### config.mk
export PLATFORM = sky130hd
export DESIGN_NAME = key_partition_select_unit
export DESIGN_NICKNAME = d
export VERILOG_FILES = /design/src/hdl/kps_pkg.sv /design/src/hdl/kps_ctrl.sv /design/src/hdl/kps_dp.sv /design/src/hdl/key_partition_select_unit.sv
export SDC_FILE = /design/constraint.sdc
export NUM_CORES = 2
export LEC_CHECK = 0
export BUFFER_PORTS_ARGS = -buffer_cell sky130_fd_sc_hd__buf_2
export CAP_MARGIN = 20
export CORE_UTILIZATION = 50
export DETAILED_ROUTE_END_ITERATION = 12
export PLACE_DENSITY = 0.75
export SYNTH_ARGS = -nofsm -noshare
export SYNTH_HDL_FRONTEND = slang
export SYNTH_SLANG_ARGS = --single-unit
### constraint.sdc
create_clock -name aclk -period 11.1 [get_ports aclk]
set_input_delay 2.22 -clock aclk [delete_from_list [all_inputs] [get_ports aclk]]
set_output_delay 2.22 -clock aclk [all_outputs]
set_load 0.01 [all_outputs]
### src/hdl/kps_pkg.sv
package kps_pkg;

    localparam int MAX_PARTS = 16;
    localparam int PART_W    = 4;
    localparam int CNT_W     = 17;
    localparam int MAX_BATCH = 65536;
    localparam int KEY_W     = 64;
    localparam int DIV_CNT_W = 7;

    localparam logic [1:0] OP_KEY   = 2'd0;
    localparam logic [1:0] OP_BOUND = 2'd1;
    localparam logic [1:0] OP_BATCH = 2'd2;

    localparam logic [1:0] MODE_RANGE = 2'd0;
    localparam logic [1:0] MODE_MOD   = 2'd1;
    localparam logic [1:0] MODE_EV    = 2'd2;

    localparam logic [9:0] EV_MODULUS = 10'd1000;

    // controller to datapath
    typedef struct packed {
        logic load;        // capture input word
        logic bound_wr;    // write boundary
        logic clr_cnt;     // clear counters
        logic div_start;   // start divider with latched operands
        logic div_step;    // one divider step
        logic ev_setup;    // reload divider for second EV pass
        logic scan_start;  // reset range scan
        logic scan_step;   // test one partition
        logic finish;      // compute result and update counter
    } kps_cmd_t;

    // datapath to controller
    typedef struct packed {
        logic div_last;
        logic scan_done;
    } kps_sts_t;

endpackage

### src/hdl/kps_ctrl.sv
module kps_ctrl
    import kps_pkg::*;
(
    input  logic       aclk,
    input  logic       aresetn,
    input  logic       s_valid,
    output logic       s_ready,
    input  logic [1:0] s_op,
    input  logic [1:0] mode_reg_in,
    input  logic       m_valid,
    input  logic       m_ready,
    output logic       m_set,
    output kps_cmd_t   cmd,
    input  kps_sts_t   sts
);

    localparam logic [2:0] ST_IDLE = 3'd0;
    localparam logic [2:0] ST_DISP = 3'd1;
    localparam logic [2:0] ST_DIV  = 3'd2;
    localparam logic [2:0] ST_EV2  = 3'd3;
    localparam logic [2:0] ST_DIV2 = 3'd4;
    localparam logic [2:0] ST_SCAN = 3'd5;
    localparam logic [2:0] ST_FIN  = 3'd6;

    logic [2:0] state_reg, state_next;
    logic [1:0] op_reg, op_next;

    always_ff @(posedge aclk) begin
        if (!aresetn) begin
            state_reg <= ST_IDLE;
            op_reg    <= OP_KEY;
        end else begin
            state_reg <= state_next;
            op_reg    <= op_next;
        end
    end

    assign s_ready = (state_reg == ST_IDLE);

    always_comb begin
        state_next = state_reg;
        op_next    = op_reg;
        cmd        = '0;
        m_set      = 1'b0;
        unique case (state_reg)
            ST_IDLE: begin
                if (s_valid) begin
                    cmd.load   = 1'b1;
                    op_next    = s_op;
                    state_next = ST_DISP;
                end
            end
            ST_DISP: begin
                if (op_reg == OP_BOUND) begin
                    cmd.bound_wr = 1'b1;
                    state_next   = ST_IDLE;
                end else if (op_reg == OP_BATCH) begin
                    cmd.clr_cnt = 1'b1;
                    state_next  = ST_IDLE;
                end else if (op_reg != OP_KEY) begin
                    state_next = ST_IDLE;
                end else if (mode_reg_in == MODE_RANGE) begin
                    cmd.scan_start = 1'b1;
                    state_next     = ST_SCAN;
                end else if (mode_reg_in == MODE_MOD || mode_reg_in == MODE_EV) begin
                    cmd.div_start = 1'b1;
                    state_next    = ST_DIV;
                end else begin
                    state_next = ST_FIN;
                end
            end
            ST_DIV: begin
                cmd.div_step = 1'b1;
                if (sts.div_last) begin
                    state_next = (mode_reg_in == MODE_EV) ? ST_EV2 : ST_FIN;
                end
            end
            ST_EV2: begin
                cmd.ev_setup = 1'b1;
                state_next   = ST_DIV2;
            end
            ST_DIV2: begin
                cmd.div_step = 1'b1;
                if (sts.div_last) begin
                    state_next = ST_FIN;
                end
            end
            ST_SCAN: begin
                cmd.scan_step = 1'b1;
                if (sts.scan_done) begin
                    state_next = ST_FIN;
                end
            end
            ST_FIN: begin
                if (!m_valid || m_ready) begin
                    cmd.finish = 1'b1;
                    m_set      = 1'b1;
                    state_next = ST_IDLE;
                end
            end
            default: state_next = ST_IDLE;
        endcase
    end

endmodule

### src/hdl/kps_dp.sv
module kps_dp
    import kps_pkg::*;
(
    input  logic                    aclk,
    input  logic                    aresetn,
    input  kps_cmd_t                cmd,
    output kps_sts_t                sts,
    input  logic [1:0]              mode,
    input  logic [4:0]              partition_count,
    input  logic signed [KEY_W-1:0] s_key,
    input  logic [PART_W-1:0]       s_bound_index,
    input  logic signed [KEY_W-1:0] s_bound_value,
    output logic                    res_selected,
    output logic [PART_W-1:0]       res_part_id,
    output logic [15:0]             res_slot,
    output logic signed [KEY_W-1:0] res_mapped_key,
    output logic                    res_overflow
);

    logic [KEY_W-1:0]  key_reg;
    logic [PART_W-1:0] bidx_reg;
    logic [KEY_W-1:0]  bval_reg;
    logic [KEY_W-1:0]  bounds_reg [MAX_PARTS];
    logic [CNT_W-1:0]  cnt_reg [MAX_PARTS];

    // restoring divider on magnitudes
    logic [KEY_W-1:0]     quo_reg;
    logic [KEY_W-1:0]     rem_reg;
    logic [DIV_CNT_W-1:0] dcnt_reg;
    logic [DIV_CNT_W-1:0] dlast_reg;
    logic                 neg_reg;
    logic [9:0]           divisor_reg;

    logic [4:0]        n_eff;
    logic [KEY_W:0]    trial;
    logic [KEY_W-1:0]  rem_shift;

    logic [PART_W-1:0] scan_reg;
    logic              scan_done_reg;
    logic              rsel_reg;
    logic [PART_W-1:0] rpart_reg;
    logic [KEY_W-1:0]  rlo_reg;
    logic signed [KEY_W-1:0] lo_s, hi_s;
    logic [4:0]        scan_nxt;

    logic              sel_c;
    logic [PART_W-1:0] part_c;
    logic [KEY_W-1:0]  map_c;
    logic [KEY_W-1:0]  neg_rem;

    always_comb begin
        n_eff = partition_count;
        if (n_eff == 5'd0) n_eff = 5'd1;
        if (n_eff > 5'(MAX_PARTS)) n_eff = 5'(MAX_PARTS);
    end

    assign rem_shift = {rem_reg[KEY_W-2:0], quo_reg[KEY_W-1]};
    assign trial     = {1'b0, rem_shift} - {{(KEY_W-9){1'b0}}, divisor_reg};
    assign sts.div_last = (dcnt_reg == dlast_reg);

    // range scan: compare one partition per cycle
    assign lo_s = (scan_reg == '0) ? '0 : $signed(bounds_reg[scan_reg - 1'b1]);
    assign hi_s = $signed(bounds_reg[scan_reg]);
    assign scan_nxt = {1'b0, scan_reg} + 5'd1;
    assign sts.scan_done = scan_done_reg;

    always_ff @(posedge aclk) begin
        if (cmd.load) begin
            key_reg  <= s_key;
            bidx_reg <= s_bound_index;
            bval_reg <= s_bound_value;
        end
        if (cmd.bound_wr) begin
            bounds_reg[bidx_reg] <= bval_reg;
        end
        if (cmd.div_start) begin
            neg_reg     <= key_reg[KEY_W-1];
            quo_reg     <= key_reg[KEY_W-1] ? (~key_reg + 1'b1) : key_reg;
            rem_reg     <= '0;
            dcnt_reg    <= '0;
            dlast_reg   <= DIV_CNT_W'(KEY_W - 1);
            divisor_reg <= (mode == MODE_EV) ? EV_MODULUS : {5'd0, n_eff};
        end else if (cmd.ev_setup) begin
            // remainder magnitude < 1000: ten more steps by n
            quo_reg     <= {rem_reg[9:0], {(KEY_W-10){1'b0}}};
            rem_reg     <= '0;
            dcnt_reg    <= '0;
            dlast_reg   <= DIV_CNT_W'(9);
            divisor_reg <= {5'd0, n_eff};
        end else if (cmd.div_step) begin
            dcnt_reg <= dcnt_reg + 1'b1;
            if (!trial[KEY_W]) begin
                rem_reg <= trial[KEY_W-1:0];
                quo_reg <= {quo_reg[KEY_W-2:0], 1'b1};
            end else begin
                rem_reg <= rem_shift;
                quo_reg <= {quo_reg[KEY_W-2:0], 1'b0};
            end
        end
        if (cmd.scan_start) begin
            scan_reg      <= '0;
            scan_done_reg <= 1'b0;
            rsel_reg      <= 1'b0;
        end else if (cmd.scan_step && !scan_done_reg) begin
            if ($signed(key_reg) >= lo_s && $signed(key_reg) < hi_s) begin
                rsel_reg      <= 1'b1;
                rpart_reg     <= scan_reg;
                rlo_reg       <= lo_s;
                scan_done_reg <= 1'b1;
            end else if (scan_nxt >= n_eff) begin
                scan_done_reg <= 1'b1;
            end else begin
                scan_reg <= scan_nxt[PART_W-1:0];
            end
        end
    end

    // result selection; a negative nonzero remainder selects nothing
    assign neg_rem = ~quo_reg + 1'b1;
    always_comb begin
        sel_c  = 1'b0;
        part_c = '0;
        map_c  = '0;
        if (mode == MODE_RANGE) begin
            sel_c  = rsel_reg;
            part_c = rpart_reg;
            map_c  = key_reg - rlo_reg;
        end else if (mode == MODE_MOD) begin
            sel_c  = !(neg_reg && rem_reg != '0);
            part_c = rem_reg[PART_W-1:0];
            map_c  = neg_reg ? neg_rem : quo_reg;
        end else if (mode == MODE_EV) begin
            sel_c  = !(neg_reg && rem_reg != '0);
            part_c = rem_reg[PART_W-1:0];
            map_c  = key_reg;
        end
    end

    always_ff @(posedge aclk) begin
        if (!aresetn) begin
            for (int i = 0; i < MAX_PARTS; i++) cnt_reg[i] <= '0;
        end else if (cmd.clr_cnt) begin
            for (int i = 0; i < MAX_PARTS; i++) cnt_reg[i] <= '0;
        end else if (cmd.finish && sel_c && cnt_reg[part_c] < CNT_W'(MAX_BATCH)) begin
            cnt_reg[part_c] <= cnt_reg[part_c] + 1'b1;
        end
    end

    always_ff @(posedge aclk) begin
        if (cmd.finish) begin
            res_selected   <= sel_c;
            res_part_id    <= sel_c ? part_c : '0;
            res_mapped_key <= sel_c ? map_c : '0;
            if (!sel_c) begin
                res_slot     <= '0;
                res_overflow <= 1'b0;
            end else if (cnt_reg[part_c] >= CNT_W'(MAX_BATCH)) begin
                res_slot     <= 16'hFFFF;
                res_overflow <= 1'b1;
            end else begin
                res_slot     <= cnt_reg[part_c][15:0];
                res_overflow <= 1'b0;
            end
        end
    end

endmodule

### src/hdl/key_partition_select_unit.sv
// Channel   Dir  Handshake           Payload
// s_        in   s_valid / s_ready   s_op, s_key, s_bound_index, s_bound_value
// m_        out  m_valid / m_ready   m_selected, m_part_id, m_slot, m_mapped_key, m_overflow
// cfg_      in   cfg_we              cfg_index, cfg_wdata
//
// One word at a time: a new word is accepted only once the previous one is done. Boundary
// write and batch start are handled in the dispatch state. A key in mod mode goes through
// the 64-step serial divider, in EV mode through 64 steps by 1000, then 10 steps by the
// count, and in range mode through a scan that tests one partition per cycle.
// aresetn is synchronous, active low: mode 1, count 1, counters cleared.
// A result waits in the output register; the block stalls only if a new
// result is due while the previous one has not been taken.
module key_partition_select_unit
    import kps_pkg::*;
(
    input  logic                    aclk,
    input  logic                    aresetn,
    input  logic                    s_valid,
    output logic                    s_ready,
    input  logic [1:0]              s_op,
    input  logic signed [KEY_W-1:0] s_key,
    input  logic [PART_W-1:0]       s_bound_index,
    input  logic signed [KEY_W-1:0] s_bound_value,
    output logic                    m_valid,
    input  logic                    m_ready,
    output logic                    m_selected,
    output logic [PART_W-1:0]       m_part_id,
    output logic [15:0]             m_slot,
    output logic signed [KEY_W-1:0] m_mapped_key,
    output logic                    m_overflow,
    input  logic                    cfg_we,
    input  logic                    cfg_index,
    input  logic [4:0]              cfg_wdata
);

    localparam logic CFG_MODE  = 1'b0;
    localparam logic CFG_COUNT = 1'b1;

    logic [1:0] mode_reg;
    logic [4:0] count_reg;
    logic       m_valid_reg;
    logic       m_set;
    kps_cmd_t   cmd;
    kps_sts_t   sts;

    // configuration registers
    always_ff @(posedge aclk) begin
        if (!aresetn) begin
            mode_reg  <= MODE_MOD;
            count_reg <= 5'd1;
        end else if (cfg_we) begin
            unique case (cfg_index)
                CFG_MODE:  mode_reg  <= cfg_wdata[1:0];
                CFG_COUNT: count_reg <= cfg_wdata;
                default: ;
            endcase
        end
    end

    // output word valid: set on finish, drop when taken
    always_ff @(posedge aclk) begin
        if (!aresetn) begin
            m_valid_reg <= 1'b0;
        end else if (m_set) begin
            m_valid_reg <= 1'b1;
        end else if (m_ready) begin
            m_valid_reg <= 1'b0;
        end
    end
    assign m_valid = m_valid_reg;

    kps_ctrl u_ctrl (
        .aclk        (aclk),
        .aresetn     (aresetn),
        .s_valid     (s_valid),
        .s_ready     (s_ready),
        .s_op        (s_op),
        .mode_reg_in (mode_reg),
        .m_valid     (m_valid_reg),
        .m_ready     (m_ready),
        .m_set       (m_set),
        .cmd         (cmd),
        .sts         (sts)
    );

    kps_dp u_dp (
        .aclk            (aclk),
        .aresetn         (aresetn),
        .cmd             (cmd),
        .sts             (sts),
        .mode            (mode_reg),
        .partition_count (count_reg),
        .s_key           (s_key),
        .s_bound_index   (s_bound_index),
        .s_bound_value   (s_bound_value),
        .res_selected    (m_selected),
        .res_part_id     (m_part_id),
        .res_slot        (m_slot),
        .res_mapped_key  (m_mapped_key),
        .res_overflow    (m_overflow)
    );

endmodule

==> impl_metrics.yaml <==
worst_setup_path:
  critPathMaxFanout: 103
  arrival_ns: 8.31
  crit_type: "register to register"
  cp-start-kind: "register"
  worst_setup_path_end_kind: "register"
  reg2regPathDepth: 20
  cp.required_ns: 11.56
synthesis:
  avgSynthCellArea_um2: 14.6
  synth_area_um2: 86400
  synth-seq-cells: 1748
  yosys-top-cells-area: "edfxtp_1 (57%), mux4_2 (17%), ha_1 (3.1%)"
  synthFlopType: "edfxtp_1"
  seq_area_frac_synth_pct: 59.7
  syn_inst: 5931
  netlist.area_leader.share_pct: 57.5
  ys_types: 84
  synth-edff-count: 1653
  yosys_warnings: 0
  async_reset_ff_share_pct: 0
  syn_nets: 6293
  synth_top_area_cell: "edfxtp_1"
clock_tree:
  cts_sinks: 1748
  post_cts.repair.setup_buffers: 0
  cts.reportedPaths.clkPinSlew_ns: 0.06
  cts_inserted_buffers: 180
  postCtsHoldBufs: 0
  h-tree-depth: 4
  clock-root-buffer: "clkbuf_16"
  cts-resized-gates: 0
  worstSkewPairLatency_ns: 0.85
  cts_tree: "built"
  cts_max_path_buffers: 3
placement:
  hpwl_um: 157000
  placed_cells: 8224
  gp_congestion: 0.929
  port_buffers: 232
die:
  core_um2: 172000
  core.rowCount: 152
  pin_count: 233
  fp.dieH_um: 418
  initial_core_util_pct: 50.4
  die-area_um2: 174000
  chipWidth_um: 418
grt:
  grt_pass1_wl_um: 368000
  grt_max_degree: 129
  overflow: 0
  grt_pass1_vias: 55827
  antenna_found_initial: 14
  grt_use_total_pct: 28.8
sta:
  final_max_slew_viol_count: 0
  worst_pin_slew_ns: 1.09
  rsz0062_at_grt: "false"
  skew_ns: 0.0393
  timing.final.crit_share_pct: 70.7
  max-slew-margin-rel_pct: 26.7
  final-hold-violation-count: 0
  setup_tns_ns: 0
  clock.fmax_ghz: 0.127
  setup_violations: 0
  fin_crit_ns: 7.85
hold_path:
  whs_path_depth: 2
  hold_path.class: "register to register"
routing:
  routed_wl_um: 252000
  drt_iter0_markers: 7473
  drt.antenna.violating_nets: 0
  routedWlPerCell_um: 29.5
  via_per_inst: 6.60
  drc_errors: 0
  firstDrtPassIters: 6
  vias: 56462
power_and_ir_drop:
  leakagePower_nw: 32.3
  power_density_nw_per_um2: 218
  power_mw: 21.0
  ir_drop_mv: 0.182
finish:
  instances_no_fill: 8561
  finish.utilization_pct: 56.0
  largest_register_ffs: 1024
  drive_above_1_share_pct: 21.4
  nets: 6459
  syn2layout_area_growth_pct: 11.2
status:
  outcome: "finished, final reports clean"
job:
  maxCapViolCount: 0
[worst max-delay path, stage by stage (launching register included)]
cell and delay, ns:
dfxtp_4 0.92, inv_1 0.23, ha_4 1.01, buf_12 0.59, mux4_2 0.42, nand2_1 0.11, nand3_1 0.14, nand3_1 0.24
ha_1 0.26, nand4_1 0.19, nor2_1 0.06, a22oi_1 0.18, o211ai_1 0.27, a2111oi_0 0.61, buf_1 0.30, o211ai_1 0.15
xor2_1 0.16, nand2_1 0.12, nand2_1 0.12, nor2_4 0.71, buf_4 0.54
[cell usage after synthesis, types with 28 or more instances]
| master | instances |
|---|---|
| or4_1 | 30 |
| o21ai_0 | 247 |
| a21oi_1 | 157 |
| or3_1 | 28 |
| dfxtp_1 | 95 |
| a211oi_1 | 80 |
| mux2i_1 | 42 |
| mux4_2 | 642 |
| clkbuf_1 | 263 |
| nor2b_1 | 31 |
| a221oi_1 | 46 |
| xor2_1 | 113 |
| ha_1 | 215 |
| nand3_1 | 328 |
| buf_1 | 58 |
| a21o_1 | 42 |
| nand2b_1 | 30 |
| xnor2_1 | 154 |
| nand4_1 | 51 |
| inv_1 | 243 |
| nor3_1 | 51 |
| o31ai_1 | 42 |
| edfxtp_1 | 1653 |
| nor2_1 | 439 |
| nand2_1 | 516 |
[area by class of cell]
cell class,count,area (um^2)
inverter,244,916
antenna,11,27.5
fill,13242,75500
clock buffer,231,4790
timing repair buffer,338,2080
clock inverter,94,922
multi-input combinational,3585,32900
tap,2310,2890
sequential,1748,51600
[path summary, 6_finish.rpt]
check / start / end / slack [ns]
setup / recovery: u_dp.scan_reg[0] / u_dp.rlo_reg[52] / 3.25
hold / removal: u_dp.dlast_reg[4] / u_dp.dlast_reg[4] / 0.47
setup reg to reg: u_dp.scan_reg[0] / u_dp.rlo_reg[52] / 3.25
hold reg to reg: u_dp.dlast_reg[4] / u_dp.dlast_reg[4] / 0.47
[kinds of logic (layout without fill, tap and decap cells)]
family                     count (synthesis)  after routing  synth area share, %
AOI/OAI and AO/OA                        775            775                 5.74
xor gates and xnor gates                 267            267                 2.71
adders and majority gates                217            217                 3.16
buffers and inverters                    598            907                 2.67
DFF                                     1748           1748                 59.7
muxes                                    684            684                 17.2
other                                      0             11                    0
and+or+nand+nor                         1642           1642                 8.85
[through the flow]
stage	hold slack, ns	instance area [um^2]	setup WS, ns
finish	0.469	96000	3.25
floorplan	0.406	86400	0.832
CTS	0.470	96000	3.39
global placement	0.445	90300	2.52
global route	0.497	96000	2.90
detailed placement	0.456	90300	3.53
[where the power goes]
part           switching (mW)  internal, mW
combinational            3.68          2.21
sequential              0.923          8.22
clock                    2.59          3.34
[layer usage]
layer	wire length, um	track usage [%]	vias up
met4	14000	15.4	2
li1	-	-	23556
met5	107	0	-
met2	121000	46.1	3791
met3	27600	6.37	697
met1	90000	36.6	28416
[cell usage in the layout (no fill, tap or decap), types with 30 or more instances in the layout]
| cell type | Yosys | layout |
|---|---|---|
| dfxtp_1 | 95 | 90 |
| mux2i_1 | 42 | 42 |
| nor2b_1 | 31 | 30 |
| o21ai_0 | 247 | 246 |
| edfxtp_1 | 1653 | 1653 |
| nand4_1 | 51 | 51 |
| a221oi_1 | 46 | 46 |
| clkbuf_1 | 263 | 46 |
| clkbuf_16 | 0 | 184 |
| buf_4 | 7 | 94 |
| or4_1 | 30 | 30 |
| ha_1 | 215 | 212 |
| a21oi_1 | 157 | 157 |
| mux4_2 | 642 | 642 |
| nand3_1 | 328 | 328 |
| o31ai_1 | 42 | 42 |
| xnor2_1 | 154 | 146 |
| nor3_1 | 51 | 46 |
| nor2_1 | 439 | 425 |
| clkinv_1 | 1 | 36 |
| xor2_1 | 113 | 110 |
| nand2_1 | 516 | 514 |
| a21o_1 | 42 | 42 |
| buf_2 | 26 | 233 |
| a211oi_1 | 80 | 80 |
| inv_1 | 243 | 242 |
No activity file was read; power rests on OpenSTA's default activity.
